## src/memory_category_usage_tracker_core_defines.svh

```systemverilog
// Assertion macros for the memory category usage tracker.
// Included by the top level; no other dependencies.
`ifndef MEMORY_CATEGORY_USAGE_TRACKER_CORE_DEFINES_SVH
`define MEMORY_CATEGORY_USAGE_TRACKER_CORE_DEFINES_SVH

// same-cycle implication, disabled in reset
`define MCUT_ASSERT_IMP(lbl, clk, rst_n, ante, cons, msg) \
    lbl: assert property (@(posedge clk) disable iff (!rst_n) (ante) |-> (cons)) \
        else $error(msg);

// next-cycle implication, disabled in reset
`define MCUT_ASSERT_NXT(lbl, clk, rst_n, ante, cons, msg) \
    lbl: assert property (@(posedge clk) disable iff (!rst_n) (ante) |=> (cons)) \
        else $error(msg);

`endif

```

## src/mcut_pkg.sv

```systemverilog
// Shared constants, codes and types for the memory category usage tracker.
// No dependencies.
`timescale 1ns / 1ps
`default_nettype none

package mcut_pkg;

    localparam int CATEGORIES = 8;
    localparam int CMD_W      = 2;
    localparam int CAT_W      = 4;
    localparam int CNT_W      = 64;
    localparam int STAT_W     = 2;
    localparam int IDX_W      = (CATEGORIES > 1) ? $clog2(CATEGORIES) : 1;

    // category limit of eight, one bit wider than the four-bit category field
    localparam logic [CAT_W:0] CAT_LIMIT = (CAT_W + 1)'(CATEGORIES);

    localparam logic [CMD_W-1:0] CMD_RESERVE     = 2'd0;
    localparam logic [CMD_W-1:0] CMD_RELEASE     = 2'd1;
    localparam logic [CMD_W-1:0] CMD_RESET_PEAKS = 2'd2;

    localparam logic [STAT_W-1:0] STAT_OK      = 2'd0;
    localparam logic [STAT_W-1:0] STAT_INVALID = 2'd1;
    localparam logic [STAT_W-1:0] STAT_NOMEM   = 2'd2;

    typedef logic [CNT_W-1:0] cnt_t;

    // controller -> datapath strobes
    typedef struct packed {
        logic load;     // capture input transfer
        logic calc;     // evaluate command, register candidates
        logic commit;   // update counters, load output register
    } dp_cmd_t;

    typedef struct packed {
        logic [STAT_W-1:0] status;
        cnt_t              cat_live;
        cnt_t              cat_peak;
        cnt_t              tot_live;
        cnt_t              tot_peak;
    } result_t;

endpackage

`default_nettype wire

```

## src/memory_category_usage_tracker_core.sv

```systemverilog
// Channel  Dir  Handshake          Payload
// s_*      in   s_tvalid/s_tready  tuser: cmd; tdata: category, bytes
// m_*      out  m_tvalid/m_tready  tuser: status; tdata: category/total counts
//
// A command passes from transfer in to result in the output register through
// capture, add/subtract with overflow and underflow checks, then counter and
// peak update. The next command is taken in the cycle after the update.
// The update waits while the output register holds a result not yet taken.
// Reset clears all counters at once; no clearing pass.
// Top level of the usage tracker. Depends on mcut_pkg, mcut_ctrl, mcut_dp and
// the assertion macro header.
`timescale 1ns / 1ps
`default_nettype none

`include "memory_category_usage_tracker_core_defines.svh"

module memory_category_usage_tracker_core
(
    input  wire logic         clk,
    input  wire logic         rst_n,
    input  wire logic         s_tvalid,
    output logic              s_tready,
    input  wire logic [71:0]  s_tdata,   // [3:0] category, [67:4] bytes, [71:68] zero
    input  wire logic [1:0]   s_tuser,   // [1:0] cmd
    output logic              m_tvalid,
    input  wire logic         m_tready,
    output logic [255:0]      m_tdata,   // [63:0] cat_live, [127:64] cat_peak,
                                         // [191:128] tot_live, [255:192] tot_peak
    output logic [1:0]        m_tuser    // [1:0] status
);

    mcut_pkg::dp_cmd_t dp_cmd;
    mcut_pkg::result_t result;

    mcut_ctrl u_ctrl
    (
        .clk       (clk),
        .rst_n     (rst_n),
        .in_valid  (s_tvalid),
        .in_ready  (s_tready),
        .out_valid (m_tvalid),
        .out_ready (m_tready),
        .dp_cmd    (dp_cmd)
    );

    mcut_dp u_dp
    (
        .clk      (clk),
        .rst_n    (rst_n),
        .dp_cmd   (dp_cmd),
        .cmd      (s_tuser),
        .category (s_tdata[3:0]),
        .bytes    (s_tdata[67:4]),
        .result   (result)
    );

    assign m_tuser = result.status;
    assign m_tdata = {result.tot_peak, result.tot_live,
                      result.cat_peak, result.cat_live};

    // one command in flight at a time
    `MCUT_ASSERT_NXT(a_one_in_flight, clk, rst_n, s_tvalid && s_tready, !s_tready,
        "input taken while a command is in flight")

    // peaks never fall below live counts
    `MCUT_ASSERT_IMP(a_total_peak_ge_live, clk, rst_n, m_tvalid,
        result.tot_peak >= result.tot_live, "total peak below total live")

    `MCUT_ASSERT_IMP(a_cat_peak_ge_live, clk, rst_n, m_tvalid,
        result.cat_peak >= result.cat_live,
        "category peak below category live")

endmodule

`default_nettype wire

```

## src/mcut_ctrl.sv

```systemverilog
// Controller state machine of the usage tracker: input and output handshakes
// and datapath strobes. Depends on mcut_pkg.
`timescale 1ns / 1ps
`default_nettype none

module mcut_ctrl
(
    input  wire logic             clk,
    input  wire logic             rst_n,
    input  wire logic             in_valid,
    output logic                  in_ready,
    output logic                  out_valid,
    input  wire logic             out_ready,
    output mcut_pkg::dp_cmd_t     dp_cmd
);

    localparam logic [1:0] S_IDLE  = 2'd0;
    localparam logic [1:0] S_CALC  = 2'd1;
    localparam logic [1:0] S_WRITE = 2'd2;

    logic [1:0] state_reg;
    logic [1:0] state_next;
    logic       out_valid_reg;
    logic       out_valid_next;
    logic       out_free;

    assign out_free  = !out_valid_reg || out_ready;
    assign in_ready  = (state_reg == S_IDLE);
    assign out_valid = out_valid_reg;

    always_comb
    begin
        state_next    = state_reg;
        dp_cmd.load   = 1'b0;
        dp_cmd.calc   = 1'b0;
        dp_cmd.commit = 1'b0;
        unique case (state_reg)
            S_IDLE:
            begin
                if (in_valid)
                begin
                    dp_cmd.load = 1'b1;
                    state_next  = S_CALC;
                end
            end
            S_CALC:
            begin
                dp_cmd.calc = 1'b1;
                state_next  = S_WRITE;
            end
            S_WRITE:
            begin
                // hold until the output register can take the result
                if (out_free)
                begin
                    dp_cmd.commit = 1'b1;
                    state_next    = S_IDLE;
                end
            end
            default:
            begin
                state_next = S_IDLE;
            end
        endcase
    end

    always_comb
    begin
        if (dp_cmd.commit)
            out_valid_next = 1'b1;
        else if (out_ready)
            out_valid_next = 1'b0;
        else
            out_valid_next = out_valid_reg;
    end

    always_ff @(posedge clk or negedge rst_n)
    begin
        if (!rst_n)
        begin
            state_reg     <= S_IDLE;
            out_valid_reg <= 1'b0;
        end
        else
        begin
            state_reg     <= state_next;
            out_valid_reg <= out_valid_next;
        end
    end

endmodule

`default_nettype wire

```

## src/mcut_dp.sv

```systemverilog
// Datapath of the usage tracker: per-category and total counters, the
// add/subtract stage, peak update and the output register. Depends on mcut_pkg.
`timescale 1ns / 1ps
`default_nettype none

module mcut_dp
(
    input  wire logic                         clk,
    input  wire logic                         rst_n,
    input  wire mcut_pkg::dp_cmd_t            dp_cmd,
    input  wire logic [mcut_pkg::CMD_W-1:0]   cmd,
    input  wire logic [mcut_pkg::CAT_W-1:0]   category,
    input  wire mcut_pkg::cnt_t               bytes,
    output mcut_pkg::result_t                 result
);

    // captured input
    logic [mcut_pkg::CMD_W-1:0] cmd_reg;
    logic [mcut_pkg::CAT_W-1:0] cat_reg;
    mcut_pkg::cnt_t             bytes_reg;

    // counter state
    mcut_pkg::cnt_t live_reg [mcut_pkg::CATEGORIES];
    mcut_pkg::cnt_t peak_reg [mcut_pkg::CATEGORIES];
    mcut_pkg::cnt_t tot_live_reg;
    mcut_pkg::cnt_t tot_peak_reg;

    // calc stage results
    mcut_pkg::cnt_t                new_cat_reg;
    mcut_pkg::cnt_t                new_tot_reg;
    logic [mcut_pkg::STAT_W-1:0]   status_reg;
    logic                          upd_reg;
    logic                          rsv_reg;
    logic                          rstpk_reg;

    mcut_pkg::result_t             result_reg;

    logic                          cat_ok;
    logic [mcut_pkg::IDX_W-1:0]    idx;
    mcut_pkg::cnt_t                cur_live;
    mcut_pkg::cnt_t                cur_peak;
    logic [mcut_pkg::CNT_W:0]      sum_cat;
    logic [mcut_pkg::CNT_W:0]      sum_tot;
    logic                          bytes_zero;
    logic                          cat_short;
    logic                          tot_short;

    mcut_pkg::cnt_t                new_cat_next;
    mcut_pkg::cnt_t                new_tot_next;
    logic [mcut_pkg::STAT_W-1:0]   status_next;
    logic                          upd_next;

    logic                          raise_cat;
    logic                          raise_tot;
    mcut_pkg::result_t             result_next;

    assign cat_ok   = {1'b0, cat_reg} < mcut_pkg::CAT_LIMIT;
    assign idx      = cat_reg[mcut_pkg::IDX_W-1:0];
    assign cur_live = live_reg[idx];
    assign cur_peak = peak_reg[idx];

    assign sum_cat    = {1'b0, cur_live} + {1'b0, bytes_reg};
    assign sum_tot    = {1'b0, tot_live_reg} + {1'b0, bytes_reg};
    assign bytes_zero = (bytes_reg == '0);
    assign cat_short  = cur_live < bytes_reg;
    assign tot_short  = tot_live_reg < bytes_reg;

    // command evaluation; invalid category wins over zero bytes
    always_comb
    begin
        status_next  = mcut_pkg::STAT_OK;
        upd_next     = 1'b0;
        new_cat_next = sum_cat[mcut_pkg::CNT_W-1:0];
        new_tot_next = sum_tot[mcut_pkg::CNT_W-1:0];
        unique case (cmd_reg)
            mcut_pkg::CMD_RESERVE:
            begin
                if (!cat_ok)
                    status_next = mcut_pkg::STAT_INVALID;
                else if (bytes_zero)
                    status_next = mcut_pkg::STAT_OK;
                else if (sum_cat[mcut_pkg::CNT_W] || sum_tot[mcut_pkg::CNT_W])
                    status_next = mcut_pkg::STAT_NOMEM;
                else
                    upd_next = 1'b1;
            end
            mcut_pkg::CMD_RELEASE:
            begin
                new_cat_next = cur_live - bytes_reg;
                new_tot_next = tot_live_reg - bytes_reg;
                if (!cat_ok)
                    status_next = mcut_pkg::STAT_INVALID;
                else if (bytes_zero)
                    status_next = mcut_pkg::STAT_OK;
                else if (cat_short || tot_short)
                    status_next = mcut_pkg::STAT_INVALID;
                else
                    upd_next = 1'b1;
            end
            mcut_pkg::CMD_RESET_PEAKS:
            begin
                status_next = mcut_pkg::STAT_OK;
            end
            default:
            begin
                status_next = mcut_pkg::STAT_INVALID;
            end
        endcase
    end

    // values after the update, as they go out and into the counters
    assign raise_cat = upd_reg && rsv_reg && (cur_peak < new_cat_reg);
    assign raise_tot = upd_reg && rsv_reg && (tot_peak_reg < new_tot_reg);

    always_comb
    begin
        result_next.status   = status_reg;
        result_next.tot_live = upd_reg ? new_tot_reg : tot_live_reg;
        if (rstpk_reg)
            result_next.tot_peak = tot_live_reg;
        else if (raise_tot)
            result_next.tot_peak = new_tot_reg;
        else
            result_next.tot_peak = tot_peak_reg;
        result_next.cat_live = '0;
        result_next.cat_peak = '0;
        if (cat_ok)
        begin
            result_next.cat_live = upd_reg ? new_cat_reg : cur_live;
            if (rstpk_reg)
                result_next.cat_peak = cur_live;
            else if (raise_cat)
                result_next.cat_peak = new_cat_reg;
            else
                result_next.cat_peak = cur_peak;
        end
    end

    // payload registers
    always_ff @(posedge clk)
    begin
        if (dp_cmd.load)
        begin
            cmd_reg   <= cmd;
            cat_reg   <= category;
            bytes_reg <= bytes;
        end
        if (dp_cmd.calc)
        begin
            new_cat_reg <= new_cat_next;
            new_tot_reg <= new_tot_next;
            status_reg  <= status_next;
            upd_reg     <= upd_next;
            rsv_reg     <= (cmd_reg == mcut_pkg::CMD_RESERVE);
            rstpk_reg   <= (cmd_reg == mcut_pkg::CMD_RESET_PEAKS);
        end
        if (dp_cmd.commit)
            result_reg <= result_next;
    end

    // counter state, cleared by reset
    always_ff @(posedge clk or negedge rst_n)
    begin
        if (!rst_n)
        begin
            for (int i = 0; i < mcut_pkg::CATEGORIES; i++)
            begin
                live_reg[i] <= '0;
                peak_reg[i] <= '0;
            end
            tot_live_reg <= '0;
            tot_peak_reg <= '0;
        end
        else if (dp_cmd.commit)
        begin
            for (int i = 0; i < mcut_pkg::CATEGORIES; i++)
            begin
                if (rstpk_reg)
                    peak_reg[i] <= live_reg[i];
                else if (raise_cat && (idx == mcut_pkg::IDX_W'(i)))
                    peak_reg[i] <= new_cat_reg;
                if (upd_reg && (idx == mcut_pkg::IDX_W'(i)))
                    live_reg[i] <= new_cat_reg;
            end
            if (upd_reg)
                tot_live_reg <= new_tot_reg;
            if (rstpk_reg)
                tot_peak_reg <= tot_live_reg;
            else if (raise_tot)
                tot_peak_reg <= new_tot_reg;
        end
    end

    assign result = result_reg;

endmodule

`default_nettype wire
```

## config.mk

```make
export PLATFORM = sky130hd
export DESIGN_NAME = memory_category_usage_tracker_core
export DESIGN_NICKNAME = d
export VERILOG_FILES = /design/src/mcut_pkg.sv /design/src/memory_category_usage_tracker_core.sv /design/src/mcut_ctrl.sv /design/src/mcut_dp.sv
export VERILOG_INCLUDE_DIRS = /design/src /design/src/src
export SDC_FILE = /design/constraint.sdc
export NUM_CORES = 2
export LEC_CHECK = 0
export ABC_CLOCK_PERIOD_IN_PS = 15600
export BUFFER_PORTS_ARGS = -buffer_cell sky130_fd_sc_hd__buf_2
export CAP_MARGIN = 20
export CORE_MARGIN = 2
export CORE_UTILIZATION = 35
export CTS_CLUSTER_DIAMETER = 150
export DETAILED_ROUTE_END_ITERATION = 6
export GPL_TIMING_DRIVEN = 0
export MAX_ROUTING_LAYER = met4
export PLACE_DENSITY = 0.57
export SLEW_MARGIN = 5
export SYNTH_ARGS = -nofsm -noshare
export SYNTH_HDL_FRONTEND = slang
export SYNTH_HIERARCHICAL = 1
export SYNTH_SLANG_ARGS = --single-unit
```

## constraint.sdc

```tcl
create_clock -name clk -period 15.6 [get_ports clk]
set_input_delay 0.78 -clock clk [delete_from_list [all_inputs] [get_ports clk]]
set_output_delay 0.78 -clock clk [all_outputs]
set_load 0.005 [all_outputs]
```

==> impl_metrics.yaml <==
run_status:
  status: "finished with violations"
  violations: "design-rule violations, negative hold slack"
timing:
  slew_headroom: 0.1657
  rsz0062_at_grt: "false"
  report.final.slew_viol_count: 0
  hold_viol: 1
  finalCriticalPeriod_ns: 10.05
  fin_crit_sh: 0.6441
  tns_ns: 0
  setup_violations: 0
  skew_ns: 0.05861
  fmax_mhz: 99.52
  whs_ns: -0.006769
  worstMarginPinSlew_ns: 1.248
  setup_ws_ns: 5.552
critical_path:
  endpoint_kind: "flip-flop"
  path_common_cell: "clkbuf_1"
  path_class: "flip-flop to flip-flop"
  cp_top_family: "buffers and inverters"
  critical_path.slowest_cell: "clkbuf_1"
  path_buf_inv: 6
  startpoint: "u_dp/cat_reg[0]"
  worstPathCellList: "clkbuf_1 > clkbuf_2 > buf_1 > buf_8 > mux4_2 > mux2_2 > ha_1 > nand4_1 > a2111oi_0 > o221ai_1 > a31oi_1 > nor4b_2 > o221ai_1 > and3_1 > nor2_1 > nand4_1 > clkbuf_1 > clkbuf_1 > o22ai_1 > a21oi_1"
  worstPathRequired_ns: 16.40
  regToRegStartpoint: "u_dp/cat_reg[0]"
  crit_arrival_ns: 10.84
  start_kind: "flip-flop"
  path_max_fanout: 10
  critPathMaxStageDelay_ns: 0.90
power_and_ir_drop:
  p_leak_nw: 43.49
  combinationalPowerShare: 0.448
  ir_worst_vdd_uv: 123.2
  clkPwrFrac: 0.202
  seqPwrFrac: 0.350
  power_mw: 22.78
  internal_power_mw: 13.10
  swShare: 0.4250
  switchingPower_mw: 9.683
  cellPowerDensity_mw_per_mm2: 218.1
detailed_routing:
  drt_first_pass_iters: 7
  antenna_left: 0
  vias: 76210
  drtIter0Drc: 8169
  wl_per_cell_um: 28.84
  wl_um: 370000
  drc: 4
  vias_per_cell: 5.939
final_layout:
  nNetsFinal: 9720
  fin_cells: 12830
  drive_gt1_frac: 0.1978
  final_area_mm2: 0.1045
  mostFrequentLayoutCell: "nor2_1"
  fillCellCount: 25280
  layout_common_cells: "nor2_1 (1178), dfrtp_1 (1155), a21oi_1 (733), mux2_2 (702), o22ai_1 (576)"
  syn_to_final_growth_pct: 14.89
synthesis:
  yosys_register_bits: 1616
  yosysUniqueCellTypes: 83
  syn-instance-count: 8669
  async_reset_ff_frac: 0.7147
  synth_area_leaders: "dfrtp_1 (32%), edfxtp_1 (15%), mux2_2 (8.7%)"
  synth-seq-area-share: 0.4702
  ys.warnings.count: 6
  synthDominantCellAreaShare: 0.3179
  synth_top_area_cell: "dfrtp_1"
  avgSynthCellArea_um2: 10.49
  synthFlopType: "dfrtp_1"
  syn_nets: 9134
  synth_area_mm2: 0.09092
  synth_edf_count: 461
global_routing:
  first_global_vias: 75340
  grt_overflow: 0
  grt_use_total: 0.2803
  grt_pass1_wl_um: 529200
  grt_max_degree: 161
  antenna_found_initial: 25
clocking:
  cts_tree: "done"
  clock_path_buffers: 3
  hold_buffers: 0
  cts_root_buf: "clkbuf_16"
  clkLatencyLatePin_ns: 0.87
  ctsResizeCount: 0
  cts.sinks: 1616
  cts_buffers: 185
  cts_setup_buffers: 0
  clkSlewWorstSetupHoldPaths_ns: 0.07
  htree_levels: 4
placed_design:
  post-place-ws_ns: 5.846
  dp.cells: 12470
  dpl_cell_area_mm2: 0.09791
  numPortBuffers: 333
  dpl.hpwl_um: 286700
  gp_congestion: 0.9672
floorplan:
  placementRows: 187
  die_area_mm2: 0.2639
  ios: 338
  coreArea_mm2: 0.2590
  die_w_um: 513.7
  initial_utilization: 0.3510
  die_h_um: 513.7
hold_path:
  min_path_type: "input port to async pin"
flow_run:
  max_cap_violations: 0
## routing by layer
layer	routed length [µm]	vias to the layer above	part of all wire	GRT usage
met5	0	-	0	-
li1	-	33100	-	-
met4	20340	0	0.055	0.1366
met2	167000	3796	0.45	0.4259
met1	155500	38480	0.42	0.3678
met3	27190	835	0.073	0.03924
## through the flow
stage / utilization / hold WS [ns]
after CTS: 0.4030 / 0.01784
after floorplan: - / 0.4003
after detailed placement: 0.3780 / 0.4721
final: 0.4033 / -0.006769
after global placement: 0.3739 / 0.4733
after global routing: 0.4032 / 0.05283
## power groups by stage
stage	Combinational (mW)	Sequential, mW	Clock (mW)
after floorplan	6.72	7.35	0
after global placement	9.76	7.91	0
after detailed placement	9.93	7.95	0
after CTS	10.0	7.89	4.70
after global routing	11.0	8.16	4.86
final	10.2	7.98	4.61
## synth_stat cells, types with 123 or more instances
library cell	n
clkbuf_1	550
ha_1	383
buf_1	123
inv_1	323
dfrtp_1	1155
a21oi_1	733
a211oi_1	168
nand2_1	353
o21ai_0	380
nor2_1	1180
mux4_2	256
edfxtp_1	461
o22ai_1	576
mux2_2	702
## cell type report
class                      instances  area, µm²  share of cell area
antenna                           16      40.04           0.0003833
tap                             3402       4257             0.04075
clock buffer                     250       5216             0.04994
inverter                         324       1216             0.01164
multi-input combinational       5992      44130              0.4225
sequential                      1616      42750              0.4092
timing repair buffer             399       2690             0.02575
buffer                           737       2910             0.02786
clock inverter                    96       1245             0.01192
## cells by family (layout without fill, tap and decap cells)
| group | Yosys count | count (layout) | synth area share |
|---|---|---|---|
| AOI/OAI and AO/OA | 2307 | 2307 | 0.1547 |
| xor gates and xnor gates | 124 | 124 | 0.01195 |
| adders and majority gates | 387 | 387 | 0.05359 |
| buffers and inverters | 1061 | 1806 | 0.04493 |
| DFF | 1616 | 1616 | 0.4702 |
| muxes | 1034 | 1034 | 0.1587 |
| other | 0 | 16 | 0 |
| and+or+nand+nor | 2140 | 2140 | 0.1059 |
## worst paths after layout
path / end / slack [ns] / cells after the start
max: u_dp/peak_reg[59] / 5.55 / 20
min: u_dp/live_reg[333] / -0.007 / 2
max reg2reg: u_dp/peak_reg[59] / 5.55 / 20
min reg2reg: u_dp/result[257] / 0.46 / 0
max in group asynchronous: u_dp/live_reg[502] / 12.80 / 5
min in group clk: u_dp/cat_reg[0] / 0.08 / 1
(Power assumes the default switching activity.)
